**src/hdl/string_key_index_hash_unit_macros.svh**
```systemverilog
// Assertion macros shared by the string key index hash unit.
`ifndef STRING_KEY_INDEX_HASH_UNIT_MACROS_SVH
`define STRING_KEY_INDEX_HASH_UNIT_MACROS_SVH

// Implication checked in the same cycle.
`define SKIH_ASSERT_IMP(lbl, ante, cons) \
  lbl: assert property (@(posedge clk) disable iff (!rst_n) (ante) |-> (cons)) \
    else $error("skih check failed");

// Implication checked in the cycle after the antecedent.
`define SKIH_ASSERT_NXT(lbl, ante, cons) \
  lbl: assert property (@(posedge clk) disable iff (!rst_n) (ante) |=> (cons)) \
    else $error("skih check failed");

`endif

```
**src/hdl/skih_ram.sv**
```systemverilog
// Generic single write port, single read port RAM with registered read data.
module skih_ram #(
  parameter int WIDTH = 8,
  parameter int DEPTH = 16
) (
  input  logic                                  clk,
  input  logic                                  we,
  input  logic [((DEPTH > 1) ? $clog2(DEPTH) : 1)-1:0] waddr,
  input  logic [WIDTH-1:0]                      wdata,
  input  logic [((DEPTH > 1) ? $clog2(DEPTH) : 1)-1:0] raddr,
  output logic [WIDTH-1:0]                      rdata
);
  logic [WIDTH-1:0] mem [DEPTH];

  always_ff @(posedge clk) begin
    if (we) begin
      mem[waddr] <= wdata;
    end
    rdata <= mem[raddr];
  end
endmodule

```
**config.mk**
```make
export PLATFORM = sky130hd
export DESIGN_NAME = skih_ram
export DESIGN_NICKNAME = d
export VERILOG_FILES = /design/src/hdl/string_key_index_hash_unit_macros.svh /design/src/hdl/skih_ram.sv
export SDC_FILE = /design/constraint.sdc
export NUM_CORES = 1
export LEC_CHECK = 0
export ABC_CLOCK_PERIOD_IN_PS = 1800
export BUFFER_PORTS_ARGS = -buffer_cell sky130_fd_sc_hd__buf_2
export CAP_MARGIN = 20
export CORE_ASPECT_RATIO = 1.1
export CORE_MARGIN = 2
export CORE_UTILIZATION = 54
export DETAILED_ROUTE_END_ITERATION = 7
export MAX_ROUTING_LAYER = met4
export PLACE_DENSITY = 0.74
export SLEW_MARGIN = 20
export SYNTH_ARGS = -nofsm -noshare
export SYNTH_HDL_FRONTEND = slang
export SYNTH_SLANG_ARGS = --single-unit
```
**constraint.sdc**
```tcl
create_clock -name clk -period 1.8 [get_ports clk]
set_input_delay 0.36 -clock clk [delete_from_list [all_inputs] [get_ports clk]]
set_output_delay 0.36 -clock clk [all_outputs]
set_load 0.02 [all_outputs]
```
# After elaboration in Yosys (flattened, before gate mapping)

Memory sizes are Yosys's and may differ from the RTL's. A register that Yosys moved wholly into a read port is not among the register bits.
Cells that the tools add are included.

Flip-flop bits (word level): 0
Memory bits (writable): 128
Input bits: 18
Output and inout port bits: 8
Word-level logic and storage cells: 3
Memories: 1

Memory list:

| memory | depth | width | read ports | clocked after Yosys merged registers in | write ports | line           | text |
|---|---|---|---|---|---|---|---|
| mem    | 16    | 8     | 1          | 1                                       | 1           | skih_ram.sv:13 | `logic [WIDTH-1:0] mem [DEPTH];` |

Multiplexer cells: 2

Operators by type and width:

| kind   | number |
|---|---|
| $mux 1 | 2 |

# Longest topological paths before layout

Gate-level depths: netlist of the first run.

Depth in word-level cells: 2
Depth in mapped cells: 5
Mapped depth without buffers: 3

# Worst setup path after synthesis of the first run

Ideal clock, no wire load.

Kind: input to register
Start: input port waddr[2] (netlist name)
End: memory mem[0][0], enable pin
Library setup time: 0.383 ns
Arrival: 1.470 ns
Data required time: 1.417 ns
Setup slack: -0.053 ns
Cell stages on the path: 2
Buffers on the path: 0
Path through: or3b_2 > nor3_1

RTL lines:

| element            | line           | text |
|---|---|---|
| start: declaration | skih_ram.sv:8  | `input logic [((DEPTH > 1) ? $clog2(DEPTH) : 1)-1:0] waddr,` |
| end: declaration   | skih_ram.sv:13 |  |

Straight into the memory's write port.

==> impl_metrics.yaml, run 1 <==
sta:
  rsz0062_at_grt: "no"
  maxSlewHeadroom_pct: 71.57
  fmax_mhz: 675.1
  final-setup-viol-count: 0
  layout_min_cycle_time_ps: 1481
  min_period_over_period_pct: 82.29
  finClkSkew_ps: 10.30
  slew_viol_final: 0
  hold_viol_final: 0
  setup-tns-final_ps: 0
  tightest_slew_ps: 426.5
routing:
  viasPerCell: 5.945
  drtAntennaViolNets: 0
  wl_um: 9990
  vias: 2497
  initialDrtViolationCount: 268
  drc: 0
  firstDrtPassIters: 4
  wire_per_inst_um: 23.79
worst_setup_path:
  worst-setup-path-type: "reg -> reg"
  worstSetupEndpointType: "flip-flop"
  crit_path_max_incr_delay_ps: 560
  cp_max_fo: 1
  critPathRequiredTime_ps: 2200
  cp_slowest_cell: "mux4_1"
  cp.arrival_ps: 1880
  crit_chain: "mux4_1 > a22oi_1 > nand2_1"
  start_kind: "flip-flop"
pwr:
  clock_power_share_pct: 49.2
  power_density_nw_per_um2: 1240
  p_sw_w: 0.001465
  intPower_w: 0.006249
  power_frac_seq_pct: 46.2
  power.leakage_nw: 2.169
  p_comb_share_pct: 4.6
  switching_share_pct: 18.99
  power_w: 0.007714
  irDropWorstVdd_uv: 582.0
place:
  port_buffers: 25
  dp.cells: 388
  post-dp-hpwl_um: 5876
  place_area_um2: 5565
  gp_congestion: 0.8008
finish:
  fillers: 570
  regArea_um2: 4004
  final_cells: 420
  drive_above_1_share_pct: 33.99
  antennaDiodeCount: 0
  final_nets: 308
  multi_input_area_um2: 1062
  syn_to_final_growth_pct: 20.88
  final_area_um2: 6222
flow_run:
  drv_cap: 0
yosys:
  ys_ff_latch: 136
  muxShareOfSynthArea_pct: 15.02
  ys_warn_count: 0
  synth_cells: 229
  syn_area_per_cell_um2: 22.48
  synth_compound_area_share_pct: 2.333
  ys_seq_area_share_pct: 77.78
  yosys.area_share.simple_pct: 3.184
  synthAdderAreaFrac_pct: 0
  netlist_area_um2: 5147
  synthXorXnorAreaFrac_pct: 0
  syn-num-nets: 247
  yosysUniqueCellTypes: 19
  synth_top_family_by_area: "multiplexers"
grt:
  grt_start_max_net_pins: 33
  grt_pass1_vias: 2592
  overflow: 0
  antenna_found_initial: 0
  grt_pass1_wl_um: 15270
  grt.total_usage_pct: 21.75
floorplan:
  fp.dieW_um: 97.09
  die-area_um2: 10330
  num_rows: 37
  coreArea_um2: 9305
  io_pins: 26
  die_height_um: 106.4
  start_util_pct: 55.32
clocking:
  clock-sinks: 136
  cts-buffers-inserted: 17
  holdBufCountCts: 0
  tritoncts: "built"
  htreeDepth: 4
  cts_setup_buffers: 0
  path_clk_slew_ps: 60
  cts_resized: 0
  clk_latency_ps: 520
  root_buffer: "clkbuf_8"
  clock_path_buffers: 2
worst_hold_path:
  min_path_type: "in -> reg"
run_status:
  status: "finished, final reports clean"
[metal layers]
layer	track usage, %	vias up	part of all wire (%)
met3	5.851	18	6.8
met2	32.39	111	49
met4	10.16	0	2.5
met5	-	-	0
li1	-	1097	-
met1	28.47	1271	41
[cells in the final DEF (no fill, tap or decap), drive strengths merged]
| cell type | instances |
|---|---|
| nand3b | 2 |
| and2 | 1 |
| nor2 | 13 |
| edfxtp | 128 |
| dfxtp | 8 |
| nor3 | 4 |
| nand2b | 2 |
| nand3 | 1 |
| and2b | 1 |
| mux4 | 32 |
| bufinv | 6 |
| a22oi | 16 |
| clkinvlp | 1 |
| clkinv | 6 |
| clkbuf | 19 |
| nand2 | 9 |
| nor2b | 1 |
| buf | 52 |
| or3b | 1 |
[final cells by class]
| type | count | share of cell area, % |
|---|---|---|
| multi-input cells | 83 | 17.07 |
| clock buffers | 19 | 6.937 |
| clock inverters | 13 | 3.620 |
| repair buffers | 52 | 5.671 |
| well taps | 117 | 2.353 |
| flip-flops and latches | 136 | 64.35 |
[worst max-delay path: cells and delay by family, from the launching register on]
family / cells / cell delay (ps)
and+or+nand+nor: 1 / 100
muxes: 1 / 560
DFF: 1 / 390
AOI/OAI and AO/OA: 1 / 320
[power groups by stage]
stage / logic, W / registers (W) / clock network (W)
floorplan: 0.000180 / 0.00365 / 0
global placement: 0.000348 / 0.00362 / 0
detailed placement: 0.000356 / 0.00363 / 0
CTS: 0.000361 / 0.00356 / 0.00385
global route: 0.000386 / 0.00357 / 0.00398
finish: 0.000356 / 0.00356 / 0.00380
[cell usage after synthesis]
| cell | instances | share of area, % |
|---|---|---|
| dfxtp_1 | 8 | 3.1 |
| nand3_1 | 1 | 0.097 |
| and2b_1 | 1 | 0.15 |
| edfxtp_1 | 128 | 75 |
| or3b_2 | 1 | 0.17 |
| mux4_1 | 14 | 7.1 |
| clkdlybuf4s25_2 | 3 | 0.58 |
| nor2_1 | 13 | 0.95 |
| buf_6 | 3 | 0.66 |
| and2_1 | 1 | 0.12 |
| buf_4 | 1 | 0.15 |
| nor3_1 | 4 | 0.39 |
| nand2_1 | 9 | 0.66 |
| a22oi_1 | 16 | 2.3 |
| mux4_2 | 18 | 7.9 |
| buf_2 | 3 | 0.29 |
| nand3b_1 | 2 | 0.29 |
| nand2b_1 | 2 | 0.24 |
| nor2b_1 | 1 | 0.12 |
[sequential cells by signal, indices dropped and copies added, names as in the netlist]
name and cells:
mem 128, rdata 8
[through the flow]
stage                     hold slack (ps)  setup slack, ps  utilization [%]
after global routing                215.1            256.2            66.87
after global placement              652.0           -20.68            59.81
after detailed placement            657.0           -21.15            59.81
after floorplan                     458.9            173.9                -
final                               210.2            318.7            66.87
after CTS                           188.3            348.4            66.87
[path summary, 6_finish.rpt]
path | from | endpoint | slack [ps] | depth (start not counted)
worst min register to register | mem[14][4] | rdata[4] | 680 | 3
worst min-delay path | wdata[2] | mem[5][2] | 210 | 1
worst max-delay path | mem[1][3] | rdata[3] | 320 | 3
worst max register to register | mem[1][3] | rdata[3] | 320 | 3
[cells by family after synthesis]
kind of cell	Yosys count
AO/OA/AOI/OAI	16
AND/OR/NAND/NOR	35
multiplexers	32
flip-flops	136
buffers and inverters	10
(Power assumes the default switching activity.)
==> run 2, diff against run 1 <==
Settings changed: ABC_CLOCK_PERIOD_IN_PS 1800 to 1400, CORE_UTILIZATION 54 to 55, PLACE_DENSITY 0.74 to 0.73.
Clock period 1.8 ns to 1.4 ns, I/O delays scaled along.
==> run 2 against run 1 <==
Compared with the run above: critical path depth did not move; register-to-register slack got worse by 260 ps; die area fell by 1.7%; routed wire length fell by 1.0%; combinational power up 38%; hold slack lost 70 ps; via count shrank 1.0%; final cell count is 1.2% higher; total power increased by 15%; critical endpoint is now rdata[5].
==> impl_metrics.yaml, run 2 (same netlist as run 1, synthesis figures left out) <==
grt:
  grt_pass1_vias: 2608
  busiest_layer: "met2"
  grt.total_usage_pct: 22.55
  grt_start_max_net_pins: 23
  grt_pass1_wl_um: 15060
  overflow: 0
  met1_usage_pct: 29.77
  grt_util_met2_pct: 33.48
  antenna_found_initial: 0
  use_met3_pct: 7.148
worst_setup_path:
  worst-setup-path-type: "reg -> reg"
  cp.arrival_ps: 1750
  critPathRequiredTime_ps: 1800
  cp_max_fo: 1
  worstReg2RegEnd: "rdata[5]"
  r2r_start: "mem[0][5]"
  rr_worst_depth: 3
  start_kind: "flip-flop"
  worstSetupEndpointType: "flip-flop"
  rrSetupSlack_ps: 50
sta:
  hold_viol_final: 0
  fmax_mhz: 743.1
  final-setup-viol-count: 0
  tightest_slew_ps: 970.1
  rsz0062_at_grt: "no"
  finClkSkew_ps: 8.311
  worst_slack_ps: 54.36
  layout_min_cycle_time_ps: 1346
  slew_viol_final: 0
  min_period_over_period_pct: 96.12
  maxSlewHeadroom_pct: 35.09
  hold-worst-slack_ps: 140.4
finish:
  largest_register: "mem"
  final_common_cell: "edfxtp_1"
  final_nets: 314
  mostFrequentLayoutCells: "edfxtp_1 (128), buf_4 (28), buf_2 (25)"
  antennaDiodeCount: 0
  utilization_pct: 67.20
  fillers: 580
  drive_above_1_share_pct: 35.06
  largest_reg_flops: 128
  syn_to_final_growth_pct: 20.27
  reg_top3: "mem x128, rdata x8"
pwr:
  power_density_nw_per_um2: 1431
  power_frac_seq_pct: 51.7
  irDropWorstVdd_uv: 1120
  power_w: 0.008859
  intPower_w: 0.007079
  p_sw_w: 0.001780
  p_comb_share_pct: 5.5
  switching_share_pct: 20.09
  power.leakage_nw: 2.137
  clock_power_share_pct: 42.7
worst_hold_path:
  min_to: "mem[6][2]"
  hold_depth: 1
  worstHoldStart: "wdata[2]"
  min_path_type: "in -> reg"
clocking:
  path_clk_slew_ps: 60
  cts-buffers-inserted: 17
  clk_latency_ps: 520
  clock_path_buffers: 2
  tritoncts: "built"
  root_buffer: "clkbuf_8"
  clock-sinks: 136
  htreeDepth: 4
flow_run:
  drv_cap: 0
run_status:
  status: "finished, final reports clean"
routing:
  wire_per_inst_um: 23.26
  wl_um: 9887
  viasPerCell: 5.814
  vias: 2471
  drtAntennaViolNets: 0
  initialDrtViolationCount: 223
  firstDrtPassIters: 4
  drc: 0
place:
  post-dp-hpwl_um: 6160
  port_buffers: 25
  gp_congestion: 0.8080
  place_ws_ps: -314.1
floorplan:
  die_height_um: 105.5
  start_util_pct: 55.87
  die-area_um2: 10150
  fp.dieW_um: 96.24
  io_pins: 26
  coreArea_um2: 9213
  num_rows: 37
==> run 2: cell types whose count changed in the layout (fill, tap and decap cells not counted), moves of 4 or more <==
| cell | change |
|---|---|
| clkbuf_1 | +6 |
| bufinv_16 | -5 |
| a22oi_1 | -4 |
| a22oi_2 | +4 |
==> run 2: power by group through the flow <==
stage / sequential, W / combinational, W / clock (W)
after floorplan: 0.00469 / 0.000238 / 0
after global placement: 0.00466 / 0.000470 / 0
after detailed placement: 0.00466 / 0.000483 / 0
after CTS: 0.00458 / 0.000489 / 0.00382
after global routing: 0.00459 / 0.000529 / 0.00399
final: 0.00458 / 0.000490 / 0.00379
==> run 2: per-layer routing <==
layer / vias up / routed length, um
li1: 1106 / -
met1: 1274 / 4239
met2: 79 / 4984
met3: 12 / 546
met4: 0 / 116
met5: - / 0
==> run 2: worst max-delay path by stage <==
stage / start / endpoint / slack [ps]
after CTS: mem[3][4] / rdata[4] / 20
final: mem[0][5] / rdata[5] / 50
after detailed placement: raddr[0] / rdata[5] / -310
after global routing: mem[0][5] / rdata[5] / 0.06
after global placement: raddr[0] / rdata[3] / -300
after floorplan: raddr[0] / rdata[1] / -20
==> run 2: repair_timing <==
action | CTS | global route
setup endpoints to repair | 0 | 4
resized for setup | 0 | 4
hold endpoints to repair | 0 | 0
buffers inserted | 0 | 0
hold buffers | 0 | 0
==> run 2: final cells by class <==
cell class | count | area [um2] | area share [%]
well taps | 117 | 146.4 | 2.365
repair buffers | 58 | 435.4 | 7.033
multi-input cells | 83 | 1109 | 17.91
clock inverters | 7 | 56.30 | 0.9095
clock buffers | 24 | 440.4 | 7.114
flip-flops and latches | 136 | 4004 | 64.67
==> run 2: critical path, cell delays in order (launching register included) <==
cell and delay (ps):
edfxtp_1 370, mux4_1 490, a22oi_1 290, nand2_1 80
==> run 2: through the flow <==
stage	TNS [ps]	instance area, um2	cells
after detailed placement	-4774	5674	394
after CTS	0	6171	425
after global routing	0	6191	425
after global placement	-3704	5674	394
after floorplan	-92.94	5186	229
final	0	6191	425
==> run 3, diff against run 2 <==
Settings changed: ABC_AREA from default to 1, PLACE_DENSITY 0.73 to 0.72.
==> run 3 against run 2 <==
Compared with the run above: global-route usage rose by 2.6 points; combinational power rose by 24%; critical endpoint is now rdata[2]; core utilization fell by 1.0 points; sequential power barely moved; critical path type is now reg -> out; non-clock buffer count fell by 7; final area rose by 10%; total power rose by 14%; sequential cell count did not move; maximum frequency rose by 4.1%; count of clock-buffer cells in the layout fell by 3.
==> impl_metrics.yaml, run 3 <==
run_status:
  status: "finished, final reports clean"
clocking:
  clk_latency_ps: 420
  root_buffer: "clkbuf_16"
  clock_path_buffers: 2
  cts_resized: 0
  holdBufCountCts: 0
  htreeDepth: 4
  path_clk_slew_ps: 60
  tritoncts: "built"
  clock-sinks: 136
  cts-buffers-inserted: 17
  cts_setup_buffers: 0
routing:
  firstDrtPassIters: 5
  drc: 0
  wire_per_inst_um: 16.78
  drtAntennaViolNets: 0
  viasPerCell: 5.167
  vias: 3891
  initialDrtViolationCount: 443
  wl_um: 12640
grt:
  grt_start_max_net_pins: 65
  antenna_found_initial: 0
  grt.total_usage_pct: 25.13
  grt_pass1_vias: 3790
  overflow: 0
  grt_pass1_wl_um: 20110
worst_setup_path:
  crit_path_max_incr_delay_ps: 400
  critPathBufInv: 1
  worstSetupEndpointType: "primary output"
  cp.arrival_ps: 1010
  cp_max_fo: 1
  start_kind: "flip-flop"
  critPathTopFamily: "flip-flops"
  crit_chain: "buf_2"
  rrSetupSlack_ps: 320
  critPathRequiredTime_ps: 1120
  cp_slowest_cell: "dfxtp_1"
  worst-setup-path-type: "reg -> out"
finish:
  largest_register: "mem"
  final_nets: 615
  drive_above_1_share_pct: 13.61
  antennaDiodeCount: 0
  largest_reg_flops: 128
  utilization_pct: 66.20
  syn_to_final_growth_pct: 18.20
  reg_top3: "mem x128, rdata x8"
  final_common_cell: "nand2_1"
  mostFrequentLayoutCells: "nand2_1 (173), edfxtp_1 (128), inv_1 (100)"
floorplan:
  die_height_um: 111.4
  io_pins: 26
  start_util_pct: 56.01
  die-area_um2: 11320
  fp.dieW_um: 101.6
  num_rows: 39
  coreArea_um2: 10300
place:
  post-dp-hpwl_um: 7620
  place_ws_ps: 67.29
  gp_congestion: 0.8510
  port_buffers: 25
sta:
  rsz0062_at_grt: "no"
  tightest_slew_ps: 407.3
  hold-worst-slack_ps: 280.6
  maxSlewHeadroom_pct: 72.84
  layout_min_cycle_time_ps: 1292
  setup-tns-final_ps: 0
  finClkSkew_ps: 6.500
  final-setup-viol-count: 0
  worst_slack_ps: 108.0
  hold_viol_final: 0
  slew_viol_final: 0
  fmax_mhz: 774.0
  min_period_over_period_pct: 92.29
yosys:
  ys_warn_count: 0
  syn_area_per_cell_um2: 10.47
  synth_top_area_share_pct: 66.65
  yosysUniqueCellTypes: 12
  netlist_area_um2: 5767
  synth_cells: 551
  synthFlopType: "edfxtp_1"
  syn-num-nets: 569
  synth_edf_count: 128
  synth_most_common_cell: "nand2_1"
  synthTopCellsByArea: "edfxtp_1 (67%), nand2_1 (11%), nand3_1 (8.4%), inv_1 (6.5%), dfxtp_1 (2.8%)"
  synth_common_cells: "nand2_1 (173), edfxtp_1 (128), inv_1 (100)"
  ys_seq_area_share_pct: 69.43
  ys_ff_latch: 136
  async_reset_ff_share_pct: 0
  yosys.area.top_type: "edfxtp_1"
flow_run:
  drv_cap: 0
pwr:
  irDropWorstVdd_uv: 977.2
  power.leakage_nw: 2.990
  power_density_nw_per_um2: 1476
worst_hold_path:
  min_path_type: "in -> reg"
[run 3: stage by stage]
step / instance area [um2] / power (W) / std cells
3_3_place_gp: 6162 / 0.005249 / 721
5_1_grt: 6817 / 0.01033 / 753
3_5_place_dp: 6162 / 0.005266 / 721
4_1_cts: 6817 / 0.01011 / 753
6_report: 6817 / 0.01006 / 753
2_1_floorplan: 5767 / 0.005013 / 551
[run 3: cell families (layout without fill, tap and decap cells)]
group,count (synthesis),in the layout,synth area share (%)
flops,136,136,69.43
simple gates,289,289,21.05
buf+inv,126,185,9.525
[run 3: cell type report]
cell class | instances | area, um2
clock inverter | 11 | 193.9
sequential | 136 | 4004
multi-input combinational | 289 | 1214
inverter | 102 | 382.9
timing repair buffer | 51 | 382.9
fill | 733 | 3480
clock buffer | 21 | 460.4
tap | 143 | 178.9
[run 3: power by group]
part           internal, W  switching (W)  leakage [nW]
sequential         0.00455      0.0000320          1.22
combinational     0.000187       0.000422          1.45
clock              0.00326        0.00161         0.318
total              0.00800        0.00207          2.99
[run 3: routing by layer]
layer,GRT usage (%),share of wire [%],vias up
met3,6.466,7.4,22
met1,33.51,42,1809
met2,37.24,49,193
met5,-,0,-
li1,-,-,1867
met4,9.730,2.4,0
[run 3: final timing paths]
path	from	endpoint	cells past startpoint
hold / removal	wdata[4]	mem[10][4]	1
hold reg to reg	mem[2][4]	rdata[4]	6
setup reg to reg	mem[5][0]	rdata[0]	6
setup / recovery	rdata[2]	rdata[2]	1
